## config.mk

```make
export PLATFORM = sky130hd
export DESIGN_NAME = four_digit_led_serial_driver
export DESIGN_NICKNAME = d
export VERILOG_FILES = /design/src/sv/ldd_pkg.sv /design/src/sv/ldd_front.sv /design/src/sv/ldd_queue.sv /design/src/sv/ldd_back.sv /design/src/sv/four_digit_led_serial_driver.sv
export VERILOG_INCLUDE_DIRS = /design/src /design/src/sv
export SDC_FILE = /design/constraint.sdc
export NUM_CORES = 1
export LEC_CHECK = 0
export BUFFER_PORTS_ARGS = -buffer_cell sky130_fd_sc_hd__buf_2
export CAP_MARGIN = 5
export CORE_MARGIN = 2
export CORE_UTILIZATION = 50
export DETAILED_ROUTE_END_ITERATION = 16
export PLACE_DENSITY = 0.67
export SYNTH_ARGS = -nofsm -noshare
export SYNTH_HDL_FRONTEND = slang
export SYNTH_SLANG_ARGS = --single-unit
```

## constraint.sdc

```tcl
create_clock -name clock -period 8.55 [get_ports clock]
set_clock_uncertainty 0.2 [all_clocks]
set_input_delay 0 -clock clock [delete_from_list [all_inputs] [get_ports clock]]
set_output_delay 0 -clock clock [all_outputs]
set_load 0.01 [all_outputs]
```

## src/sv/four_digit_led_serial_driver_macros.svh

```systemverilog
// ----------------------------------------------------------------------------
// Assertion macros for the LED serial driver
// Shared property shapes used by the top-level checks.
// ----------------------------------------------------------------------------
`ifndef FOUR_DIGIT_LED_SERIAL_DRIVER_MACROS_SVH
`define FOUR_DIGIT_LED_SERIAL_DRIVER_MACROS_SVH

// Same-cycle implication, disabled while reset is high.
`define LDD_ASSERT_IMPL(label, clk, rst, ante, cons) \
   label: assert property (@(posedge clk) disable iff (rst) (ante) |-> (cons)) \
      else $error("same-cycle check failed");

// Next-cycle implication, disabled while reset is high.
`define LDD_ASSERT_NEXT(label, clk, rst, ante, cons) \
   label: assert property (@(posedge clk) disable iff (rst) (ante) |=> (cons)) \
      else $error("next-cycle check failed");

`endif

```

## src/sv/ldd_pkg.sv

```systemverilog
// ----------------------------------------------------------------------------
// ldd_pkg
// Shared constants, types and helpers for the LED serial driver.
// ----------------------------------------------------------------------------
`default_nettype none

package ldd_pkg;

   localparam int DIGITS_DEF = 4;

   localparam logic [7:0] ADDR_CMD_RST = 8'h03;
   localparam logic [7:0] DISP_CMD_RST = 8'h11;

   localparam logic CSR_ADDR_CMD = 1'b0;
   localparam logic CSR_DISP_CMD = 1'b1;

   localparam int VALUE_W = 16;
   localparam int DIGIT_W = 4;

   // Slot position within a byte: eight data slots, then the ack slot.
   localparam int SLOT_W = 4;
   localparam logic [SLOT_W-1:0] SLOT_ACK = 4'd8;

   // Divide by ten: q = (v * 52429) >> 19, exact for any 16-bit v.
   localparam logic [16:0] DIV10_MUL = 17'd52429;
   localparam int DIV10_SHIFT = 19;

   typedef struct packed {
      logic data_bit;
      logic ack_slot;
      logic start_before;
      logic stop_after;
      logic last;
   } slot_type;

   function automatic int ldd_pow10(input int n);
      int p;
      p = 1;
      for (int i = 0; i < n; i++) begin
         p = p * 10;
      end
      return p;
   endfunction

   function automatic logic [7:0] ldd_seg(input logic [DIGIT_W-1:0] d);
      logic [7:0] s;
      case (d)
         4'd0:    s = 8'hFD;
         4'd1:    s = 8'h61;
         4'd2:    s = 8'hDB;
         4'd3:    s = 8'hF3;
         4'd4:    s = 8'h67;
         4'd5:    s = 8'hB7;
         4'd6:    s = 8'hBF;
         4'd7:    s = 8'hE1;
         4'd8:    s = 8'hFF;
         4'd9:    s = 8'hF7;
         default: s = 8'hFD;
      endcase
      return s;
   endfunction

endpackage

`default_nettype wire

```

## src/sv/ldd_front.sv

```systemverilog
// ----------------------------------------------------------------------------
// ldd_front
// Accepts values, saturates them and splits them into decimal digits.
// ----------------------------------------------------------------------------
`default_nettype none

module ldd_front
   import ldd_pkg::*;
#(
   parameter int DIGITS = DIGITS_DEF
) (
   input  wire logic                      clock,
   input  wire logic                      reset,
   input  wire logic                      req_push,
   output logic                           req_full,
   input  wire logic [VALUE_W-1:0]        req_value,
   output logic                           q_push,
   output logic [DIGITS*DIGIT_W-1:0]      q_data,
   input  wire logic                      q_full
);

   localparam int CNT_W = (DIGITS > 1) ? $clog2(DIGITS) : 1;
   localparam logic [31:0] LIMIT = 32'(ldd_pow10(DIGITS) - 1);

   localparam logic [1:0] ST_IDLE = 2'd0;
   localparam logic [1:0] ST_CONV = 2'd1;
   localparam logic [1:0] ST_HOLD = 2'd2;

   logic [1:0]                  state_ff, state_in;
   logic [CNT_W-1:0]            cnt_ff, cnt_in;
   logic [VALUE_W-1:0]          val_ff, val_in;
   logic [DIGITS*DIGIT_W-1:0]   digs_ff, digs_in;

   logic                        accept;
   logic [VALUE_W-1:0]          sat_value;
   logic [VALUE_W+16:0]         prod;
   logic [VALUE_W-1:0]          quot;
   logic [VALUE_W-1:0]          rem;

   assign req_full = !((state_ff == ST_IDLE) || ((state_ff == ST_HOLD) && !q_full));
   assign accept   = req_push && !req_full;
   assign q_push   = (state_ff == ST_HOLD) && !q_full;
   assign q_data   = digs_ff;

   assign sat_value = (32'(req_value) > LIMIT) ? LIMIT[VALUE_W-1:0] : req_value;

   // One digit per cycle, least significant first, shifted in at the top.
   assign prod = 33'(val_ff) * 33'(DIV10_MUL);
   assign quot = VALUE_W'(prod >> DIV10_SHIFT);
   assign rem  = val_ff - ((quot << 3) + (quot << 1));

   always_comb begin
      state_in = state_ff;
      cnt_in   = cnt_ff;
      val_in   = val_ff;
      digs_in  = digs_ff;
      case (state_ff)
         ST_IDLE: begin
            if (accept) begin
               state_in = ST_CONV;
               cnt_in   = '0;
               val_in   = sat_value;
            end
         end
         ST_CONV: begin
            val_in  = quot;
            digs_in = (digs_ff >> DIGIT_W);
            digs_in[DIGITS*DIGIT_W-1 -: DIGIT_W] = rem[DIGIT_W-1:0];
            cnt_in  = cnt_ff + 1'b1;
            if (cnt_ff == CNT_W'(DIGITS - 1)) begin
               state_in = ST_HOLD;
            end
         end
         ST_HOLD: begin
            if (!q_full) begin
               if (accept) begin
                  state_in = ST_CONV;
                  cnt_in   = '0;
                  val_in   = sat_value;
               end else begin
                  state_in = ST_IDLE;
               end
            end
         end
         default: begin
            state_in = ST_IDLE;
         end
      endcase
   end

   always_ff @(posedge clock) begin
      if (reset) begin
         state_ff <= ST_IDLE;
         cnt_ff   <= '0;
      end else begin
         state_ff <= state_in;
         cnt_ff   <= cnt_in;
      end
      val_ff  <= val_in;
      digs_ff <= digs_in;
   end

endmodule

`default_nettype wire

```

## src/sv/ldd_queue.sv

```systemverilog
// ----------------------------------------------------------------------------
// ldd_queue
// Two-entry queue of digit words between front and back.
// ----------------------------------------------------------------------------
`default_nettype none

module ldd_queue #(
   parameter int WIDTH = 16
) (
   input  wire logic             clock,
   input  wire logic             reset,
   input  wire logic             push,
   input  wire logic [WIDTH-1:0] push_data,
   output logic                  full,
   input  wire logic             pop,
   output logic [WIDTH-1:0]      pop_data,
   output logic                  empty
);

   logic [WIDTH-1:0] mem_ff [2];
   logic             wr_ptr_ff, rd_ptr_ff;
   logic [1:0]       count_ff;
   logic             do_push, do_pop;

   assign full     = (count_ff == 2'd2);
   assign empty    = (count_ff == 2'd0);
   assign do_push  = push && !full;
   assign do_pop   = pop && !empty;
   assign pop_data = mem_ff[rd_ptr_ff];

   always_ff @(posedge clock) begin
      if (reset) begin
         wr_ptr_ff <= 1'b0;
         rd_ptr_ff <= 1'b0;
         count_ff  <= 2'd0;
      end else begin
         if (do_push) begin
            wr_ptr_ff <= !wr_ptr_ff;
         end
         if (do_pop) begin
            rd_ptr_ff <= !rd_ptr_ff;
         end
         count_ff <= count_ff + {1'b0, do_push} - {1'b0, do_pop};
      end
      if (do_push) begin
         mem_ff[wr_ptr_ff] <= push_data;
      end
   end

endmodule

`default_nettype wire

```

## src/sv/ldd_back.sv

```systemverilog
// ----------------------------------------------------------------------------
// ldd_back
// Serializes one digit word into the bus slots of both frames.
// ----------------------------------------------------------------------------
`default_nettype none

module ldd_back
   import ldd_pkg::*;
#(
   parameter int DIGITS = DIGITS_DEF
) (
   input  wire logic                      clock,
   input  wire logic                      reset,
   input  wire logic [7:0]                addr_cmd,
   input  wire logic [7:0]                disp_cmd,
   input  wire logic                      q_empty,
   input  wire logic [DIGITS*DIGIT_W-1:0] q_data,
   output logic                           q_pop,
   output logic                           out_valid,
   output slot_type                       out_slot,
   input  wire logic                      out_pop
);

   localparam int BYTE_W = $clog2(DIGITS + 2);
   localparam logic [BYTE_W-1:0] BYTE_LAST = BYTE_W'(DIGITS + 1);
   localparam logic [BYTE_W-1:0] BYTE_SEG_LAST = BYTE_W'(DIGITS);

   logic                        busy_ff, busy_in;
   logic [BYTE_W-1:0]           byte_ff, byte_in;
   logic [SLOT_W-1:0]           slot_ff, slot_in;
   logic [DIGITS*DIGIT_W-1:0]   digs_ff, digs_in;
   slot_type                    out_ff;
   logic                        out_valid_ff;

   logic                        advance, final_slot, load, is_ack;
   logic [7:0]                  cur_byte;
   slot_type                    cur_slot;

   assign advance    = busy_ff && (!out_valid_ff || out_pop);
   assign is_ack     = (slot_ff == SLOT_ACK);
   assign final_slot = (byte_ff == BYTE_LAST) && is_ack;
   assign load       = !q_empty && (!busy_ff || (advance && final_slot));
   assign q_pop      = load;

   always_comb begin
      if (byte_ff == '0) begin
         cur_byte = addr_cmd;
      end else if (byte_ff == BYTE_LAST) begin
         cur_byte = disp_cmd;
      end else begin
         cur_byte = ldd_seg(digs_ff[DIGITS*DIGIT_W-1 -: DIGIT_W]);
      end
   end

   always_comb begin
      cur_slot.data_bit     = is_ack ? cur_byte[0] : cur_byte[~slot_ff[2:0]];
      cur_slot.ack_slot     = is_ack;
      cur_slot.start_before = (slot_ff == '0) && ((byte_ff == '0) || (byte_ff == BYTE_LAST));
      cur_slot.stop_after   = is_ack && ((byte_ff == BYTE_SEG_LAST) || (byte_ff == BYTE_LAST));
      cur_slot.last         = final_slot;
   end

   always_comb begin
      busy_in = busy_ff;
      byte_in = byte_ff;
      slot_in = slot_ff;
      digs_in = digs_ff;
      if (load) begin
         busy_in = 1'b1;
         byte_in = '0;
         slot_in = '0;
         digs_in = q_data;
      end else if (advance) begin
         if (final_slot) begin
            busy_in = 1'b0;
         end else if (is_ack) begin
            slot_in = '0;
            byte_in = byte_ff + 1'b1;
            // advance to the next digit once a segment byte is done
            if (byte_ff != '0) begin
               digs_in = digs_ff << DIGIT_W;
            end
         end else begin
            slot_in = slot_ff + 1'b1;
         end
      end
   end

   always_ff @(posedge clock) begin
      if (reset) begin
         busy_ff      <= 1'b0;
         byte_ff      <= '0;
         slot_ff      <= '0;
         out_valid_ff <= 1'b0;
      end else begin
         busy_ff <= busy_in;
         byte_ff <= byte_in;
         slot_ff <= slot_in;
         if (advance) begin
            out_valid_ff <= 1'b1;
         end else if (out_pop) begin
            out_valid_ff <= 1'b0;
         end
      end
      digs_ff <= digs_in;
      if (advance) begin
         out_ff <= cur_slot;
      end
   end

   assign out_valid = out_valid_ff;
   assign out_slot  = out_ff;

endmodule

`default_nettype wire

```

## src/sv/four_digit_led_serial_driver.sv

```systemverilog
// ----------------------------------------------------------------------------
// four_digit_led_serial_driver
// Turns a number into the two-wire bus slots that drive a 4-digit LED display.
// ----------------------------------------------------------------------------
//
//   channel   ports                               direction  transfer
//   request   req_push / req_full / req_value     in         push & !full
//   response  rsp_pop / rsp_empty / rsp_*         out        pop & !empty
//   config    csr_write_en / csr_index / csr_wdata in        write_en high
//
// Each value yields 9*(DIGITS+2) slots, 54 at the default, one per cycle while
// the reader pops every cycle; the slot output register sets this rate.
// Digit conversion in the front overlaps the previous value's serialization
// through a two-entry queue.
// Reset clears all control state and loads the command registers (0x03, 0x11).
// Stalls on either side are independent: a full queue holds the front, an
// unpopped slot holds the back.
// ----------------------------------------------------------------------------
`default_nettype none

`include "four_digit_led_serial_driver_macros.svh"

module four_digit_led_serial_driver
   import ldd_pkg::*;
#(
   parameter int DIGITS = DIGITS_DEF
) (
   input  wire logic               clock,
   input  wire logic               reset,
   // request side
   input  wire logic               req_push,
   output logic                    req_full,
   input  wire logic [VALUE_W-1:0] req_value,
   // response side
   output logic                    rsp_empty,
   input  wire logic               rsp_pop,
   output logic                    rsp_data_bit,
   output logic                    rsp_ack_slot,
   output logic                    rsp_start_before,
   output logic                    rsp_stop_after,
   output logic                    rsp_last,
   // register writes
   input  wire logic               csr_write_en,
   input  wire logic               csr_index,
   input  wire logic [7:0]         csr_wdata
);

   localparam int DIGS_W = DIGITS * DIGIT_W;

   // Command registers; the user must write them only while idle (not enforced here), so the back reads them live.
   logic [7:0] addr_cmd_ff, addr_cmd_in;
   logic [7:0] disp_cmd_ff, disp_cmd_in;

   logic              q_push, q_full, q_pop, q_empty;
   logic [DIGS_W-1:0] q_wdata, q_rdata;
   logic              out_valid;
   slot_type          out_slot;

   always_comb begin
      addr_cmd_in = addr_cmd_ff;
      disp_cmd_in = disp_cmd_ff;
      if (csr_write_en) begin
         case (csr_index)
            CSR_ADDR_CMD: addr_cmd_in = csr_wdata;
            CSR_DISP_CMD: disp_cmd_in = csr_wdata;
            default: begin
               addr_cmd_in = addr_cmd_ff;
            end
         endcase
      end
   end

   always_ff @(posedge clock) begin
      if (reset) begin
         addr_cmd_ff <= ADDR_CMD_RST;
         disp_cmd_ff <= DISP_CMD_RST;
      end else begin
         addr_cmd_ff <= addr_cmd_in;
         disp_cmd_ff <= disp_cmd_in;
      end
   end

   // Front: accept, saturate, split into digits.
   ldd_front #(
      .DIGITS (DIGITS)
   ) u_front (
      .clock     (clock),
      .reset     (reset),
      .req_push  (req_push),
      .req_full  (req_full),
      .req_value (req_value),
      .q_push    (q_push),
      .q_data    (q_wdata),
      .q_full    (q_full)
   );

   // Hold finished digit words while the back is still sending.
   ldd_queue #(
      .WIDTH (DIGS_W)
   ) u_queue (
      .clock     (clock),
      .reset     (reset),
      .push      (q_push),
      .push_data (q_wdata),
      .full      (q_full),
      .pop       (q_pop),
      .pop_data  (q_rdata),
      .empty     (q_empty)
   );

   // Back: walk the bytes of both frames, one slot per cycle while the reader pops.
   ldd_back #(
      .DIGITS (DIGITS)
   ) u_back (
      .clock     (clock),
      .reset     (reset),
      .addr_cmd  (addr_cmd_ff),
      .disp_cmd  (disp_cmd_ff),
      .q_empty   (q_empty),
      .q_data    (q_rdata),
      .q_pop     (q_pop),
      .out_valid (out_valid),
      .out_slot  (out_slot),
      .out_pop   (rsp_pop)
   );

   assign rsp_empty        = !out_valid;
   assign rsp_data_bit     = out_slot.data_bit;
   assign rsp_ack_slot     = out_slot.ack_slot;
   assign rsp_start_before = out_slot.start_before;
   assign rsp_stop_after   = out_slot.stop_after;
   assign rsp_last         = out_slot.last;

   // The closing slot of a run is always an ack slot that ends a frame.
   `LDD_ASSERT_IMPL(a_last_is_ack_stop, clock, reset, !rsp_empty && rsp_last, rsp_ack_slot && rsp_stop_after)
   // A start condition never precedes an ack slot.
   `LDD_ASSERT_IMPL(a_start_not_ack, clock, reset, !rsp_empty && rsp_start_before, !rsp_ack_slot)
   // Popping a word from the queue leaves room for the front next cycle.
   `LDD_ASSERT_NEXT(a_pop_frees_queue, clock, reset, q_pop && !q_push, !q_full)

endmodule

`default_nettype wire
```

After elaboration in Yosys (flattened, before gate mapping)
Memories as Yosys holds them, arrays and structs flattened. A register that Yosys moved wholly into a read port is not among the register bits.
Index checks and enable logic that the tools add are counted.
{"block": "word_totals", "word_cells": 120, "romBits": 112, "regBits": 86, "output_inout_bits": 7, "mem_bits_rw": 32, "input_bits": 30, "memories": 2}
{"block": "classes", "order_cmp": 2, "bitwise_logic": 3, "mux": 33, "n_addsub": 7, "reduce_logical": 42, "mul": 1, "eq_ne": 11}
{"name": "(name not given)", "depth": 16, "width": 7, "read_ports": 1, "rd_clocked_by_memory_dff": 1, "wr": 0, "line": "ldd_pkg.sv:47", "rtl": "case (d)"}
{"name": "u_queue.mem_ff", "depth": 2, "width": 16, "read_ports": 1, "rd_clocked_by_memory_dff": 1, "wr": 1, "line": "ldd_queue.sv:20", "rtl": "logic [WIDTH-1:0] mem_ff [2];"}
{"op": "2-to-1 mux 16 bit", "n": 8}
{"op": "one-hot mux 16 bit (3 select lines)", "n": 1}
{"op": "multiplier 16 x 16 -> 32 bit (second input constant)", "n": 1}
{"op": "> comparator 16 x 14 -> 1 bit (second input constant)", "n": 1}
{"op": "2-to-1 mux 8 bit", "n": 2}
{"op": "2-to-1 mux 1 bit", "n": 12}
{"op": "one-hot mux 2 bit (3 select lines)", "n": 2}
{"op": "logical AND 1 bit", "n": 10}
{"op": "2-to-1 mux 2 bit", "n": 5}
{"op": "AND reduction 2 bit", "n": 5}
{"op": "nonzero test 2 bit", "n": 5}
{"op": "2-to-1 mux 4 bit", "n": 2}
{"op": "logical NOT 1 bit", "n": 7}
{"op": "== test 2 bit (second input constant)", "n": 3}
{"op": "== test 3 bit (second input constant)", "n": 2}
{"op": "AND reduction 3 bit", "n": 2}
{"op": "nonzero test 3 bit", "n": 2}
{"op": "logical OR 1 bit", "n": 5}
{"op": "adder 4 x 1 -> 4 bit (second input constant)", "n": 1}
{"op": "adder 4 bit", "n": 1}
{"op": "== test 4 bit (second input constant)", "n": 1}
{"op": "logical NOT 2 bit", "n": 2}
{"op": "logical NOT 4 bit", "n": 1}
{"op": "< comparator 3 x 4 -> 1 bit (second input constant)", "n": 1}
{"op": "14 further kinds", "n": 17}

Logic depth before layout (Yosys ltp)
{"block": "depth", "ltp_word": 9, "ltp_mapped": 23, "ltp_nobuf": 23}

Hierarchy
Synthesis repeated with hierarchy kept, for this count alone.
{"block": "hier_totals", "cells_unflattened": 925, "hier_area_um2": 10129.7}
{"module": "ldd_front", "seq_area_each_um2": 1041.0, "area_per_inst_um2": 6063.3, "cells_each": 591, "n_inst": 1}
{"module": "ldd_back", "seq_area_each_um2": 950.9, "area_per_inst_um2": 1988.2, "cells_each": 190, "n_inst": 1}
{"module": "ldd_queue", "seq_area_each_um2": 1061.0, "area_per_inst_um2": 1388.8, "cells_each": 77, "n_inst": 1}
{"module": "four_digit_led_serial_driver", "seq_area_each_um2": 320.3, "area_per_inst_um2": 689.4, "cells_each": 67, "n_inst": 1}

Worst setup path after synthesis
OpenSTA, ideal clock, no wires.
{"block": "synth_path", "path_kind": "flip-flop to flip-flop", "startpoint": "register u_front.val_ff[6]", "endpoint": "register u_front.digs_ff[15] (netlist: u_front.q_data[15]) (data pin)", "arrival_time_ns": 5.447, "t_required_ns": 8.082, "n_path_buf": 0, "stages_incl_launch_ff": 21, "synth_period_minus_slack_ns": 5.915, "slack_ns": 2.635, "setup_time_ns": 0.268, "cell_sequence": "edfxtp_1 ha_1 inv_1 fa_1 inv_1 fa_1 fa_1 fa_1 inv_1 fa_1 inv_1 ha_1 nand2_1 o21ai_0 nor2_1 o21ai_0 a221oi_2 xnor2_1 ha_1 xor2_1 xnor3_1"}
{"block": "synth_via", "elab_chain_cells": 3}
{"element": "start, declared", "line": "ldd_front.sv:31", "rtl": "logic [VALUE_W-1:0] val_ff, val_in;"}
{"element": "start signal, assigned", "line": "ldd_front.sv:99", "rtl": "val_ff <= val_in;"}
{"element": "multiplier 16 x 16 -> 32 bit", "line": "ldd_front.sv:48", "rtl": "assign prod = 33'(val_ff) * 33'(DIV10_MUL);"}
{"element": "adder 4 bit", "line": "ldd_front.sv:50", "rtl": "assign rem = val_ff - ((quot << 3) + (quot << 1));"}
{"element": "subtractor 4 bit", "line": "ldd_front.sv:50"}
{"element": "net u_front.rem[3]", "line": "ldd_front.sv:38", "rtl": "logic [VALUE_W-1:0] rem;"}
{"element": "end signal, assigned", "line": "ldd_front.sv:100", "rtl": "digs_ff <= digs_in;"}
{"element": "end, declared", "line": "ldd_front.sv:32", "rtl": "logic [DIGITS*DIGIT_W-1:0] digs_ff, digs_in;"}
The timed path passes the listed nets, and every way through them passes these cells.
A chain may end at the register's enable or synchronous reset.

Final worst setup path
{"block": "layout_path", "startpoint": "register u_front.val_ff[3]", "endpoint": "register u_front.digs_ff[15] (netlist: u_front.q_data[15]) (data pin)"}
{"block": "layout_via", "elab_chain_cells": 3}
{"element": "multiplier 16 x 16 -> 32 bit", "line": "ldd_front.sv:48"}
{"element": "adder 4 bit", "line": "ldd_front.sv:50"}
{"element": "subtractor 4 bit (*)", "line": "ldd_front.sv:50"}
{"element": "net u_front.rem[3]", "line": "ldd_front.sv:38"}
Mark *: on every way through the listed nets, which the timed path passes. The rest lies on a longest branch.

==> results.md <==
Status:
- The run finished with clean final reports.

Clock tree:
- The number of hold-repair buffers added at the cts stage is 39.
- TritonCTS built the clock tree.
- The number of buffers added by the clock tree synthesis step is 17.
- In this run, post-CTS repair resized a total of 0 instances.
- The clock drives roughly 130 sinks.
- After clock tree synthesis, the clock-pin slew on the worst setup and hold paths is 60 ps.
- The total setup buffers inserted after CTS is 0.
- The clock root buffer is clkbuf_16.
- The number of H-tree branching levels is 4.
- The maximum number of buffers from clock root to sink is 2.
- Clock latency on the worst-skew pair, taken at its later pin, is 420 ps.

Worst setup path:
- The capturing point of the worst reg2reg path is u_front.q_data[15].
- The register-to-register setup slack is ~2100 ps.
- For the worst setup path, the data arrival time is between 6000 and 7000 ps.
- The source of the critical timing path is u_front.val_ff[3].
- For the worst flop-to-flop path, the logic depth is 20.
- The critical path in this run is classified as flop to flop.
- The nature of the critical path endpoint is a flop.
- The startpoint of the worst register-to-register path is u_front.val_ff[3].
- STA puts the critical path data required time at approximately 8500 ps.
- The critical path endpoint is u_front.q_data[15].
- The category of the worst setup path launch point is a flop.
- The largest fanout on the critical path is 6.

Min path:
- The path type of the worst min-delay path is primary input to flop.
- Along the worst hold path, the cell count comes to 4.

Place:
- In this run the tool buffered the top-level ports with 36 buffer cells.
- The last weighted congestion value of the routability-driven placer is ~1.
- The count of placed standard cells including taps is 1174.
- The wire-length estimate of the detail-placed layout is around 16000 um.

Floorplanning:
- The I/O pin count is 37.
- The total number of placement rows is 50.
- The initial utilization of the core area, before any placement, comes to 51.4%.
- From bottom edge to top edge, the die measures 143 um.
- From left edge to right edge, the die measures roughly 140 um.
- The area enclosed by the die boundary is between 20000 and 25000 um2.
- The core region is around 19000 um2.

GRT:
- Entering global routing, the biggest net connects 29 pins.
- The first-pass GRT wire length is 34100 um.
- The total overflow reported by the global router is 0.
- The total global-route track usage is 22.0%.
- The number of antenna violations at the first check in global routing was 0.
- The number of global-route vias before repair came to between 6000 and 7000.

Drt:
- After detailed routing, the number of remaining DRC violations is 0.
- The detailed-route wire length per cell is about 17 um.
- Summed over all layers, the routed wires come to 20600 um.
- The detail route stage leaves a number of antenna-violating nets equal to 0.
- The iteration count of the initial detailed-routing pass is 5.
- The detailed router finished its first iteration with approximately 300 violations.
- The via count is approximately 6400.
- The number of vias per cell is around 5.2.

Synthesis:
- The cell count after synthesis came out at slightly below 900.
- For this run, the number of Yosys warnings is 0.
- edfxtp_1 takes more of the synthesized area than any other cell.
- The number of nets produced by synthesis is 1147.
- Counting flops with an async set or reset pin after synthesis yields a share of 0%.
- The average cell area after synthesis is 10.9 um2.
- The count of flip-flops with a built-in enable after synthesis is 85.
- The sequential area share after synthesis is a little over a third.
- The netlist uses 56 different library cells.
- The predominant post-synthesis flop cell is edfxtp_1.
- Sorting the synthesized cells by area gives the leading types as edfxtp_1, ha_1, fa_1, dfxtp_1, inv_1.
- The post-synthesis instance area is 9680 um2.
- Synthesis inferred about 130 register bits.
- The top-area cell type share of the netlist area is 26.4%.

Flow run:
- Across the run, the number of max-cap violations was 0.

Final layout:
- The library cells used most frequently in the layout, excluding fill and tap cells, are inv_1, ha_1, edfxtp_1.
- The number of inserted filler cells in the final layout is between 1500 and 2000.
- Once layout is complete, the utilization of the core stands at between 50% and 60%.
- Excluding fillers, the count of instances in the completed layout stands at 1245.
- Leaving out fill and tap cells, the most frequent cell in the layout is inv_1.
- The layout net count is 1229.
- Of the cells placed in the final design, the portion with a size suffix greater than 1 is 8.83%.
- 0 antenna diodes ended up in the layout.
- Compared with the post-synthesis result, the final layout area differs by 14.9%.

Timing:
- For the pin with the worst max-slew slack, the measured transition is a little under 800 ps.
- The setup TNS after final layout is 0 ps.
- Setup violations remaining at the end of the flow were counted as 0.
- The hold violation count in the final report is 0.
- Setup repair after global routing left no endpoint under its margin.
- The highest clock frequency the design can meet is approximately 0.16 GHz.
- The headroom to the max-slew limit is 47.1%.
- Hold is met by 86.2 ps.
- The number of slew-limit violations in the final report is 0.
- The clock period minus final worst setup slack is 6420 ps.
- In the finished design, the share of the clock period the worst path needs comes to 75.0%.
[cell type report]
| type | instances | area [um2] | share of cell area [%] |
|---|---|---|---|
| sequential | 126 | 3370 | 30.3 |
| clock buffer | 25 | 528 | 4.75 |
| tap | 260 | 325 | 2.92 |
| clock inverter | 7 | 48.8 | 0.439 |
| multi-input combinational | 572 | 5580 | 50.2 |
| timing repair buffer | 80 | 608 | 5.47 |
| inverter | 175 | 657 | 5.90 |
[logic make-up after synthesis]
logic type                 Yosys count  synth area share, %
AOI/OAI and AO/OA                  107                 7.06
xor gates and xnor gates            30                 2.86
adders and majority gates          227                 35.5
buffers and inverters              192                 7.50
DFF                                126                 34.9
muxes                               30                 3.68
and+or+nand+nor                    178                 8.51
[synthesized netlist by cell type, drive strengths merged (15+ instances only)]
| cell type | instances |
|---|---|
| nand2 | 72 |
| dfxtp | 41 |
| o21ai | 34 |
| a21oi | 34 |
| xor2 | 15 |
| fa | 80 |
| ha | 147 |
| edfxtp | 85 |
| mux2i | 21 |
| nor2 | 49 |
| inv | 174 |
[metal layers]
metal	track usage (%)	part of all wire, %
met1	28.6	46
met2	36.8	48
met3	3.92	3.8
met4	7.82	2.3
met5	0	0
[worst min-delay path by stage]
stage	start	endpoint
after global routing	req_value[15]	u_front.val_ff[3]
after global placement	csr_wdata[0]	disp_cmd_ff[0]
after floorplan	csr_wdata[0]	addr_cmd_ff[0]
after detailed placement	csr_wdata[0]	addr_cmd_ff[0]
final	req_value[14]	u_front.val_ff[10]
after CTS	req_value[14]	u_front.val_ff[10]
[worst max-delay path, cell delays in order, from the launching register on]
cell,delay [ps]
edfxtp_1,510
ha_1,410
inv_1,80
fa_1,500
inv_1,60
fa_1,510
fa_1,520
fa_1,550
inv_1,60
fa_1,530
inv_1,40
ha_1,290
nand2_1,70
o21ai_0,200
nor2_1,140
o21ai_0,150
a221oi_2,430
xnor2_1,200
ha_1,190
xor2_1,180
xnor3_1,330
[flip-flops by register name, summed over array words and instances, names as in the netlist, 2 cells and up, named ones only]
register and count:
u_back.out_slot 5, addr_cmd_ff 8, u_back.slot_ff 4, u_front.q_data 16, u_queue.count_ff 2, u_front.cnt_ff 2, u_back.digs_ff 16, u_back.byte_ff 3
u_queue.mem_ff 32, u_front.val_ff 16, u_front.state_ff 2, disp_cmd_ff 8
[stage by stage]
step / cell area [um2] / setup slack (ps)
final: 11100 / 2130
after global routing: 11100 / 1770
after CTS: 11100 / 2140
after detailed placement: 10200 / 2170
after global placement: 10200 / 2310
after floorplan: 9680 / 2640
Power is left out: the tool's default activity adds up to more than one toggle a clock period on the data nets, which glitch-free logic cannot reach.
